--- src/rtl/core/imu_bias_pkg.sv ---
// Package for the IMU bias calibration and correction block.
// Holds the shared widths, sample types and the status struct of the calibration unit.
// No dependencies.
package imu_bias_pkg;

  // field and state widths
  localparam int DATA_W = 16;           // one raw or corrected sample
  localparam int OFS_W  = 17;           // stored offset
  localparam int SUM_W  = 24;           // running sum of one axis
  localparam int GRAV_W = 15;           // gravity count register
  localparam int AXES   = 3;

  // defaults
  localparam int CAL_SAMPLES_DEF = 250;
  localparam logic [GRAV_W-1:0] GRAV_RESET = 15'd2048;

  typedef logic signed [DATA_W-1:0] sample_t;
  typedef logic signed [OFS_W-1:0]  ofs_t;

  // status of one calibration unit for the step in progress
  typedef struct packed {
    logic first;        // step is the first sample of a calibration
    logic active_next;  // calibration still running after this step
  } cal_stat_t;

endpackage

--- src/rtl/core/imu_bias_corr.sv ---
// Offset correction for one three-axis sensor: sample minus offset, saturated to 16 bits.
// Depends on imu_bias_pkg.
module imu_bias_corr (
  input  imu_bias_pkg::sample_t raw  [imu_bias_pkg::AXES],
  input  imu_bias_pkg::ofs_t    offs [imu_bias_pkg::AXES],
  output imu_bias_pkg::sample_t corr [imu_bias_pkg::AXES]
);

  localparam int DIFF_W = imu_bias_pkg::OFS_W + 1;
  localparam logic signed [DIFF_W-1:0] MAX_V = DIFF_W'(32767);
  localparam logic signed [DIFF_W-1:0] MIN_V = -DIFF_W'(32768);

  logic signed [DIFF_W-1:0] diff [imu_bias_pkg::AXES];

  // subtract and clamp each axis
  always_comb begin
    for (int i = 0; i < imu_bias_pkg::AXES; i++) begin
      diff[i] = DIFF_W'(raw[i]) - DIFF_W'(offs[i]);
      if (diff[i] > MAX_V) begin
        corr[i] = imu_bias_pkg::sample_t'(MAX_V[imu_bias_pkg::DATA_W-1:0]);
      end else if (diff[i] < MIN_V) begin
        corr[i] = imu_bias_pkg::sample_t'(MIN_V[imu_bias_pkg::DATA_W-1:0]);
      end else begin
        corr[i] = diff[i][imu_bias_pkg::DATA_W-1:0];
      end
    end
  end

endmodule

--- config.mk ---
export PLATFORM = sky130hd
export DESIGN_NAME = imu_bias_corr
export DESIGN_NICKNAME = d
export VERILOG_FILES = /design/src/rtl/core/imu_bias_pkg.sv /design/src/rtl/core/imu_bias_corr.sv
export SDC_FILE = /design/constraint.sdc
export NUM_CORES = 1
export LEC_CHECK = 0
export ABC_AREA = 1
export BUFFER_PORTS_ARGS = -buffer_cell sky130_fd_sc_hd__buf_4
export CORE_UTILIZATION = 40
export DETAILED_ROUTE_END_ITERATION = 7
export PLACE_DENSITY = 0.68
export SETUP_SLACK_MARGIN = 0.15
export SYNTH_ARGS = -nofsm -noshare
export SYNTH_HDL_FRONTEND = slang
export SYNTH_SLANG_ARGS = --single-unit
--- constraint.sdc ---
create_clock -name vclk -period 5.9
set_input_delay 1.18 -clock vclk [all_inputs]
set_output_delay 1.18 -clock vclk [all_outputs]
set_load 0.02 [all_outputs]
== Yosys cells after proc, flatten, opt, wreduce, memory -nomap -nowiden ==
Cells that the tools add are included.

* $add $sub $neg: 3
* $lt $le $gt $ge: 6
* Multiplexer cells: 6

{| class="wikitable"
|+ Operator list
! operator !! number
|-
| two-way mux 16 bit || 6
|-
| greater-than comparator 18 x 16 -> 1 bit, second input constant || 3
|-
| < comparator 18 x 16 -> 1 bit, second input constant || 3
|-
| subtractor 16 x 17 -> 18 bit || 3
|}

* Bits in registers: 0
* Input bits: 99
* Output and inout bits: 48
* Word-level logic and storage cells: 15

== Longest topological paths before layout ==
Gate-level depths: netlist (run 1).

* Depth after elaboration: 4
* Depth in mapped cells: 17
* Mapped depth without buffers: 16

== Least setup slack after synthesis (run 1) ==
No wires, ideal clock.

* Kind: input to output
* Start point: input port raw[32] (netlist name)
* End point: output port corr[37] (netlist name)
* Data arrival time: 2868 ps
* Required time: 4720 ps
* Path slack: 1852 ps
* Stages on the path: 15
* Buffers on the path: 1
* Cells stage by stage: inv_1 ha_1 inv_1 fa_1 nand2_1 nand2_1 nand3_1 nand2_2 nand2_2 nand2_1 nand2_1 nand2_2 o21ai_2 buf_6 nand2_1

{| class="wikitable"
|+ RTL lines
! element !! RTL line !! source
|-
| from (decl) || imu_bias_corr.sv:4 || <nowiki>input imu_bias_pkg::sample_t raw [imu_bias_pkg::AXES],</nowiki>
|-
| to (decl) || imu_bias_corr.sv:6 || <nowiki>output imu_bias_pkg::sample_t corr [imu_bias_pkg::AXES]</nowiki>
|}

==> flow_metrics.tcl, run 1 <==
set metrics [dict create \
    hpwl_um 9100 \
    grt.overflow.total 0 \
    grt_util_all_layers 0.206 \
    synth_compound_area_frac 0.0852 \
    netlist_instances 739 \
    vias 4685 \
    n_clock_buffer 0 \
    synthMuxAreaShare 0 \
    drive_gt1_frac 0.197 \
    period_needed_ns 4.59 \
    fin_cells 991 \
    place.gp.congestion 0.911 \
    antenna_found_initial 0 \
    synth_top_area_frac 0.312 \
    synthSimpleGateAreaFrac 0.470 \
    antenna_left 0 \
    chipHeight_um 98.9 \
    relSlewSlack 0.569 \
    cp-end-kind "output port" \
    dp_worst_setup_slack_ns 1.32 \
    worst_pin_slew_ns 0.647 \
    crit_type "in -> out" \
    layout_common_cells "312 x nand2_1, 162 x inv_1, 147 x buf_4" \
    wirelength_um 10300 \
    status "finished, final reports clean" \
    syn_nets 892 \
    fp.dieArea_um2 9790 \
    num_io_pins 147 \
    path_max_fanout 15 \
    timing.final.crit_share 0.777 \
    cp.required_ns 4.72 \
    yosysWarnings 0 \
    placed_cells 991 \
    synth_area_leaders "nand2_1 31%, ha_1 17%, inv_1 16%, xor2_1 7.0%, a21oi_1 5.7%" \
    hold_path.class "in -> out" \
    finalSetupViolations 0 \
    fmax_mhz 218 \
    die_w_um 98.9 \
    cp.arrival_ns 3.41 \
    fin_ws_ns 1.31 \
    grt_pass1_vias 4371 \
    synth_cell_types 27 \
    slew_violations 0 \
    drt_iter0_drc 164 \
    n_antenna_cell 0 \
    syn_area_um2 3760 \
    regArea_um2 0 \
    finalSetupTns_ns 0 \
    first_pass_iters 5 \
    cts_resized 0 \
    viasPerCell 4.73 \
    synth_top_family_by_area "simple AND/OR/NAND/NOR gates" \
    cap_violations 0 \
    crit_start "raw[0]" \
    grt_setup_unrepaired "false" \
    post_synth_fa_ha_maj_area_fraction 0.186 \
    start_util 0.411 \
    grt_start_max_net_pins 16 \
    core-area_um2 9150 \
    syn_avg_cell_area_um2 5.08 \
    power.density_nw_per_um2 157 \
    rows 35 \
    yosys.area.top_type "nand2_1" \
    critPathCapture "corr[3]" \
    area_delta_synth_final_pct 31.4 \
    final_hold_viol_count 0 \
    ir_drop_mv 0.0854 \
    grt_pass1_wl_um 17600 \
    mostFrequentLayoutCell "nand2_1" \
    start_kind "input port" \
    synth_seq_area_share 0 \
    holdBufCountCts 0 \
    drc 0 \
    final_nets 1035 \
    synth-xor-area-share 0.0793 \
    post_cts_buffers 0 \
    total_power_uw 777 \
    port_buffers 147 \
    sequential_cell_total 0 \
    wire_per_inst_um 10.4 \
    p_leak_nw 3.35 \
]
==> cell type report <==
class | instances | area, µm²
Fill cell | 961 | 4220
Tap cell | 111 | 139
Timing Repair Buffer | 147 | 1100
Inverter | 163 | 612
Multi-Input combinational cell | 570 | 3080
==> metrics by stage <==
stage | util | cell area [µm²] | hold slack, ns
6_report | 0.539 | 4940 | 2.81
5_1_grt | 0.539 | 4940 | 2.86
3_3_place_gp | 0.539 | 4940 | 2.81
2_1_floorplan | - | 3760 | 2.66
3_5_place_dp | 0.539 | 4940 | 2.82
4_1_cts | 0.539 | 4940 | 2.82
==> report_power, final <==
group | switching (mW) | leakage (nW) | internal (mW)
clock | 0 | 0 | 0
sequential | 0 | 0 | 0
combinational | 0.460 | 3.35 | 0.317
==> metal layers <==
metal	vias up	wire length, µm	global-route usage
li1	2521	-	-
met1	2021	4810	0.264
met2	131	4960	0.389
met3	12	423	0.00638
met4	0	145	0.0299
met5	-	0	0
==> synthesized netlist by cell type (2+ instances only) <==
| cell | number |
|---|---|
| nand3_2 | 3 |
| o21ai_2 | 2 |
| nand2_1 | 312 |
| nor3_1 | 8 |
| xor2_1 | 30 |
| nor2_2 | 2 |
| nand3_1 | 28 |
| nand3b_1 | 3 |
| a21boi_0 | 2 |
| fa_1 | 3 |
| a21oi_1 | 43 |
| nand4_1 | 10 |
| buf_6 | 5 |
| nand2_2 | 16 |
| o21bai_1 | 9 |
| inv_1 | 162 |
| and2_1 | 4 |
| xnor2_1 | 4 |
| ha_1 | 51 |
| nor2_1 | 35 |
==> worst min-delay path by stage <==
stage	from	end	slack, ns	cells after the start
2_1_floorplan	offs[34]	corr[32]	2.66	4
3_3_place_gp	offs[0]	corr[0]	2.81	6
3_5_place_dp	offs[17]	corr[16]	2.82	6
4_1_cts	offs[17]	corr[16]	2.82	6
5_1_grt	offs[17]	corr[16]	2.86	6
6_report	offs[17]	corr[16]	2.81	6
==> critical path, stage by stage <==
cell     delay [ns]
buf_4          0.11
inv_1          0.05
ha_1           0.13
inv_1          0.09
fa_1           0.41
nand2_1        0.09
nand2_1        0.07
nand3_1        0.10
nand2_2        0.09
nand2_1        0.10
nand2_1        0.05
nand2_1        0.05
nand2_1        0.07
o21ai_2        0.52
nand2_1        0.12
buf_4          0.18
==> cells by family after synthesis <==
group	count (synthesis)
xor+xnor	34
fa+ha+maj	54
buf+inv	169
compound gates	57
simple gates	425
(Power assumes the default switching activity.)
==> run 2, diff against run 1 <==
--- a/config.mk
+++ b/config.mk
@@ -9,7 +9,7 @@
 export BUFFER_PORTS_ARGS = -buffer_cell sky130_fd_sc_hd__buf_4
 export CORE_UTILIZATION = 40
 export DETAILED_ROUTE_END_ITERATION = 7
-export PLACE_DENSITY = 0.68
+export PLACE_DENSITY = 0.7
 export SETUP_SLACK_MARGIN = 0.15
 export SYNTH_ARGS = -nofsm -noshare
 export SYNTH_HDL_FRONTEND = slang
==> constraint.sdc (replaced) <==
create_clock -name vclk -period 4
set_input_delay 0.8 -clock vclk [all_inputs]
set_output_delay 0.8 -clock vclk [all_outputs]
set_load 0.02 [all_outputs]
==> flow_metrics.tcl, run 2 (synthesis gave the netlist of run 1 again) <==
set metrics [dict create \
    status "finished, final reports clean" \
    first_pass_iters 4 \
    final_hold_viol_count 0 \
    antenna_found_initial 0 \
    start_util 0.411 \
    antenna_left 0 \
    holdBufCountCts 0 \
    slowest_stage "fa_1" \
    hold_path.class "in -> out" \
    core-area_um2 9150 \
    switching_share 0.586 \
    n_antenna_cell 0 \
    layout_common_cells "312 x nand2_1, 162 x inv_1, 151 x buf_4" \
    chipHeight_um 98.9 \
    combPwrFrac 1.000 \
    mostFrequentLayoutCell "nand2_1" \
    p_int_uw 479 \
    power.density_nw_per_um2 233 \
    final.fill_count 1010 \
    fp.dieArea_um2 9790 \
    pwr-share-clk 0 \
    timing.final.crit_share 0.915 \
    whs_ns 2.06 \
    start_kind "input port" \
    cp_common_cell "nand2_1" \
    hpwl_um 8810 \
    grt_util_all_layers 0.198 \
    slew_violations 0 \
    num_io_pins 147 \
    crit_type "in -> out" \
    port_buffers 147 \
    cap_violations 0 \
    cp_num_cells 17 \
    grt_pass1_wl_um 16800 \
    cp.required_ns 3.20 \
    die_w_um 98.9 \
    n_clock_buffer 0 \
    area_delta_synth_final_pct 32.5 \
    finalSetupViolations 0 \
    finalSetupTns_ns 0 \
    fin_ws_ns 0.338 \
    cp-end-kind "output port" \
    wire_per_inst_um 10.0 \
    grt_pass1_vias 4093 \
    sequential_cell_total 0 \
    cp_top_family "simple AND/OR/NAND/NOR gates" \
    regArea_um2 0 \
    ir_drop_mv 0.190 \
    p_leak_nw 3.38 \
    grt_setup_unrepaired "true" \
    place.gp.congestion 0.892 \
    critPathBufInv 5 \
    min_from "offs[34]" \
    drc 0 \
    worst_pin_slew_ns 0.301 \
    switchingPower_uw 679 \
    drt_iter0_drc 123 \
    grt_start_max_net_pins 16 \
    rows 35 \
    final_nets 1039 \
    cp.arrival_ns 2.86 \
    p_seq_frac 0 \
    drive_gt1_frac 0.200 \
    viasPerCell 4.59 \
    wirelength_um 9960 \
    vias 4565 \
    fmax_mhz 273 \
    crit_chain "buf_4 > inv_1 > ha_1 > inv_1 > fa_1 > nand2_1 > nand2_1 > nand3_1 > nand2_2 > nand2_1 > nand2_1 > nand2_1 > nand2_1 > o21ai_4 > buf_4 > nand2_1 > buf_4" \
    relSlewSlack 0.798 \
    crit_start "raw[0]" \
    critPathCapture "corr[11]" \
    grt.overflow.total 0 \
    period_needed_ns 3.66 \
    path_max_fanout 10 \
    dp_worst_setup_slack_ns 0.277 \
    cpPeakStageDelay_ns 0.41 \
]
## run 2: through the flow
stage | cells | cell area (µm²) | power [mW] | util
after floorplan | 739 | 3760 | 0.758 | -
after global placement | 993 | 4950 | 1.15 | 0.541
after detailed placement | 993 | 4950 | 1.15 | 0.541
after CTS | 993 | 4950 | 1.15 | 0.541
after global routing | 995 | 4980 | 1.28 | 0.544
final | 995 | 4980 | 1.16 | 0.544
## run 2: how the worst min path moves through the flow
stage,to,slack (ns),cells after the start
after floorplan,corr[32],1.90,4
after global routing,corr[32],2.10,6
after CTS,corr[16],2.06,6
after global placement,corr[16],2.05,6
final,corr[32],2.06,6
after detailed placement,corr[16],2.06,6
## run 2: cell type report
type | count | area [µm²] | area share
Timing Repair Buffer | 151 | 1130 | 0.228
Tap cell | 111 | 139 | 0.0279
Inverter | 163 | 612 | 0.123
Multi-Input combinational cell | 570 | 3090 | 0.622
## run 2: what timing repair did
action                     4_1_cts  5_1_grt
setup endpoints to repair        0       10
gates resized for setup          0        2
buffers inserted                 0        2
## run 2: tightest hold or removal path: stages
cell,delay [ns]
buf_4,0.08
ha_1,0.10
inv_1,0.03
nand2_1,0.05
nand2_1,0.04
buf_4,0.15
## run 2: layer usage
metal | global-route usage | wire, µm | vias up
met5 | 0 | 0 | -
met1 | 0.254 | 4760 | 1925
met2 | 0.375 | 4720 | 104
met4 | 0.0138 | 58 | 0
li1 | - | - | 2532
met3 | 0.0113 | 418 | 4
## run 2: power by group through the flow
stage / Sequential (mW) / Clock [mW] / Combinational (mW)
4_1_cts: 0 / 0 / 1.15
3_3_place_gp: 0 / 0 / 1.15
3_5_place_dp: 0 / 0 / 1.15
6_report: 0 / 0 / 1.16
5_1_grt: 0 / 0 / 1.28
2_1_floorplan: 0 / 0 / 0.758
==> run 3, diff against run 2 <==
--- a/config.mk
+++ b/config.mk
@@ -5,11 +5,11 @@
 export SDC_FILE = /design/constraint.sdc
 export NUM_CORES = 1
 export LEC_CHECK = 0
-export ABC_AREA = 1
+export ABC_AREA = 0
 export BUFFER_PORTS_ARGS = -buffer_cell sky130_fd_sc_hd__buf_4
-export CORE_UTILIZATION = 40
+export CORE_UTILIZATION = 42
 export DETAILED_ROUTE_END_ITERATION = 7
-export PLACE_DENSITY = 0.7
+export PLACE_DENSITY = 0.76
 export SETUP_SLACK_MARGIN = 0.15
 export SYNTH_ARGS = -nofsm -noshare
 export SYNTH_HDL_FRONTEND = slang
==> constraint.sdc (replaced) <==
create_clock -name vclk -period 4
set_input_delay 0.8 -clock vclk [all_inputs]
set_output_delay 0.8 -clock vclk [all_outputs]
set_load 0.05 [all_outputs]
==> flow_metrics.tcl, run 3 <==
set metrics [dict create \
    yosys.area.top_type "ha_1" \
    grt.overflow.total 91 \
    synth_commonest_cells "69 x inv_1, 54 x a21oi_1, 51 x ha_1, 33 x o21ai_0, 31 x nor2_1" \
    grt_start_max_net_pins 13 \
    port_buffers 147 \
    syn_nets 632 \
    grt_util_all_layers 0.723 \
    synth_top_area_frac 0.197 \
    rows 31 \
    chipHeight_um 89.9 \
    error "[ERROR GRT-0232] Routing congestion too high. Check the congestion heatmap in the GUI." \
    worstEndpointType "output port" \
    die_w_um 89.9 \
    lastStage "global routing (5_1_grt)" \
    place.gp.congestion 0.871 \
    syn_area_um2 3250 \
    netlist_instances 479 \
    yosysWarnings 0 \
    synth_cell_types 60 \
    num_io_pins 147 \
    yosysMostFrequentCell "inv_1" \
    grt-worst-endpoint "corr[34]" \
    syn_avg_cell_area_um2 6.78 \
    status "stopped before the end" \
    synth_area_leaders "ha_1 20%, a21oi_1 8.3%, inv_1 8.0%, a21o_1 6.9%, xnor2_1 5.4%" \
    hpwl_um 9640 \
    synth_seq_area_share 0 \
    start_util 0.440 \
]
==> run 3: layer usage <==
layer,GRT overflow,track usage
met3,2,0.468
met2,38,0.956
met5,0,0.0769
met4,49,0.895
met1,2,0.677
==> run 3: cell families after synthesis <==
group | Yosys count | share of synthesized area
buffers and inverters | 79 | 0.0952
adders and majority gates | 54 | 0.215
AOI/OAI and AO/OA | 188 | 0.390
and+or+nand+nor | 118 | 0.188
xor gates and xnor gates | 37 | 0.102
muxes | 3 | 0.00925
==> run 3: metrics by stage <==
| step | instance area (µm²) | instances | util | hold slack [ns] | worst slack [ns] |
|---|---|---|---|---|---|
| floorplan | 4030 | 479 | - | 1.84 | -0.199 |
| global placement | 5870 | 796 | 0.796 | 2.05 | -0.346 |
| detailed placement | 5870 | 796 | 0.796 | 2.06 | -0.448 |
| CTS | 6790 | 831 | 0.921 | 2.02 | -0.330 |
==> run 3: repair_timing <==
item / 4_1_cts
setup endpoints to repair: 45
resized for setup: 145
pin swaps: 62
setup buffers: 33
gates cloned: 2
hold buffers: 0
==> run 4, diff against run 3 <==
--- a/config.mk
+++ b/config.mk
@@ -7,10 +7,9 @@
 export LEC_CHECK = 0
 export ABC_AREA = 0
 export BUFFER_PORTS_ARGS = -buffer_cell sky130_fd_sc_hd__buf_4
-export CORE_UTILIZATION = 42
+export CORE_UTILIZATION = 27
 export DETAILED_ROUTE_END_ITERATION = 7
-export PLACE_DENSITY = 0.76
-export SETUP_SLACK_MARGIN = 0.15
+export PLACE_DENSITY_LB_ADDON = 0.15
 export SYNTH_ARGS = -nofsm -noshare
 export SYNTH_HDL_FRONTEND = slang
 export SYNTH_SLANG_ARGS = --single-unit
==> constraint.sdc (replaced) <==
create_clock -name vclk -period 5.2
set_input_delay 1.04 -clock vclk [all_inputs]
set_output_delay 1.04 -clock vclk [all_outputs]
set_load 0.05 [all_outputs]
==> flow_metrics.tcl, run 4 <==
set metrics [dict create \
    chipHeight_um 112 \
    start_util 0.281 \
    p_int_uw 423 \
    num_io_pins 147 \
    grt_pass1_vias 3699 \
    antenna_left 0 \
    dpl_cell_area_um2 4580 \
    path_max_fanout 12 \
    synth_area_leaders "ha_1 20%, a21oi_1 8.3%, inv_1 8.0%, a21o_1 6.9%, xnor2_1 5.4%" \
    combPwrFrac 1.000 \
    cp.required_ns 4.16 \
    p_leak_nw 2.42 \
    rows 39 \
    syn_area_um2 3250 \
    wire_per_inst_um 12.7 \
    n_antenna_cell 0 \
    cap_violations 0 \
    sequential_cell_total 0 \
    final_hold_viol_count 0 \
    switchingPower_uw 782 \
    regArea_um2 0 \
    hpwl_um 8400 \
    vias 3831 \
    pwr-share-clk 0 \
    failed_checks "design-rule violations" \
    switching_share 0.649 \
    crit_type "in -> out" \
    die_w_um 112 \
    fp.dieArea_um2 12500 \
    slew_violations 0 \
    holdPathStages 4 \
    yosysMostFrequentCell "inv_1" \
    mostFrequentLayoutCell "buf_4" \
    synth_cell_types 60 \
    total_power_mw 1.20 \
    drt_iter0_drc 141 \
    first_pass_iters 8 \
    fin_cells 769 \
    wirelength_um 9770 \
    placed_cells 769 \
    viasPerCell 4.98 \
    relSlewSlack 0.607 \
    power.density_nw_per_um2 260 \
    p_seq_frac 0 \
    antenna_found_initial 0 \
    grt_start_max_net_pins 15 \
    whs_ns 2.52 \
    core-area_um2 11600 \
    synth_seq_area_share 0 \
    syn_avg_cell_area_um2 6.78 \
    utilization 0.400 \
    start_kind "input port" \
    place.gp.congestion 0.890 \
    fmax_mhz 199 \
    synth_top_area_frac 0.197 \
    finalSetupViolations 0 \
    period_needed_ns 5.02 \
    layout_common_cells "157 x buf_4, 69 x inv_1, 53 x a21oi_1" \
    area_delta_synth_final_pct 42.6 \
    grt_util_all_layers 0.149 \
    netlist_instances 479 \
    critPathCapture "corr[35]" \
    status "finished, violations left" \
    hold_path.class "in -> out" \
    worst_pin_slew_ns 0.586 \
    ir_drop_mv 0.174 \
    drive_gt1_frac 0.308 \
    grt.overflow.total 0 \
    timing.final.crit_share 0.965 \
    yosys.area.top_type "ha_1" \
    grt_pass1_wl_um 16300 \
    n_clock_buffer 0 \
    syn_nets 632 \
    fin_area_um2 4630 \
    synth_commonest_cells "69 x inv_1, 54 x a21oi_1, 51 x ha_1, 33 x o21ai_0, 31 x nor2_1" \
    drc 7 \
    final_nets 781 \
    cp.arrival_ns 3.98 \
    post_cts_buffers 0 \
    holdBufCountCts 0 \
    crit_start "raw[32]" \
    cp-end-kind "output port" \
    yosysWarnings 0 \
    port_buffers 147 \
]
-- run 4: cell counts after synthesis --
No cell type changed its count.
-- run 4: critical path, cell delays in order --
cell and delay, ns:
buf_4 0.11, inv_1 0.05, ha_1 0.16, inv_1 0.05
fa_1 0.43, a211oi_2 0.28, nor3_1 0.12, nor4_4 0.33
a31oi_2 0.16, o21ai_2 0.25, xnor2_4 0.23, nor2_4 0.14
nor4_2 0.36, buf_4 0.26
-- run 4: repair_timing --
action | 4_1_cts | 5_1_grt
gates cloned | 0 | 0
endpoints found under the setup margin | 1 | 37
hold endpoints to repair | 0 | 0
resized for setup | 1 | 7
-- run 4: per-layer routing --
| layer | GRT usage | part of all wire | routed length [µm] |
|---|---|---|---|
| met1 | 0.198 | 0.47 | 4620 |
| met2 | 0.267 | 0.47 | 4630 |
| met3 | 0.00925 | 0.037 | 360 |
| met4 | 0.0252 | 0.017 | 162 |
| met5 | 0 | 0 | 0 |
-- run 4: cell type report --
class / instances / area, µm²
fill: 1232 / 6940
multi-input combinational: 400 / 3010
timing repair buffer: 157 / 1180
inverter: 69 / 259
tap: 143 / 179
-- run 4: per-stage QoR --
step / setup slack [ns] / setup TNS [ns]
floorplan: -0.0939 / -0.660
global placement: 0.0213 / 0
detailed placement: 0.0141 / 0
CTS: 0.00883 / 0
global route: -0.00939 / -0.00939
finish: 0.182 / 0
-- run 4: cell families (layout without fill, tap and decap cells) --
family | count (synthesis) | after routing | synth area share
buffers and inverters | 79 | 226 | 0.0952
xor gates and xnor gates | 37 | 37 | 0.102
muxes | 3 | 3 | 0.00925
and+or+nand+nor | 118 | 118 | 0.188
AOI/OAI and AO/OA | 188 | 188 | 0.390
adders and majority gates | 54 | 54 | 0.215
-- run 4: power by group through the flow --
stage                     Clock [mW]  Sequential, mW  Combinational [mW]
after detailed placement           0               0                1.19
after global placement             0               0                1.19
after global routing               0               0                1.29
final                              0               0                1.20
after CTS                          0               0                1.20
after floorplan                    0               0               0.850
-- run 4: how the worst min path moves through the flow --
stage | slack, ns | start | to
3_3_place_gp | 2.52 | offs[17] | corr[16]
6_report | 2.52 | offs[17] | corr[16]
2_1_floorplan | 2.49 | offs[34] | corr[32]
4_1_cts | 2.52 | offs[17] | corr[16]
5_1_grt | 2.54 | offs[17] | corr[16]
3_5_place_dp | 2.51 | offs[17] | corr[16]
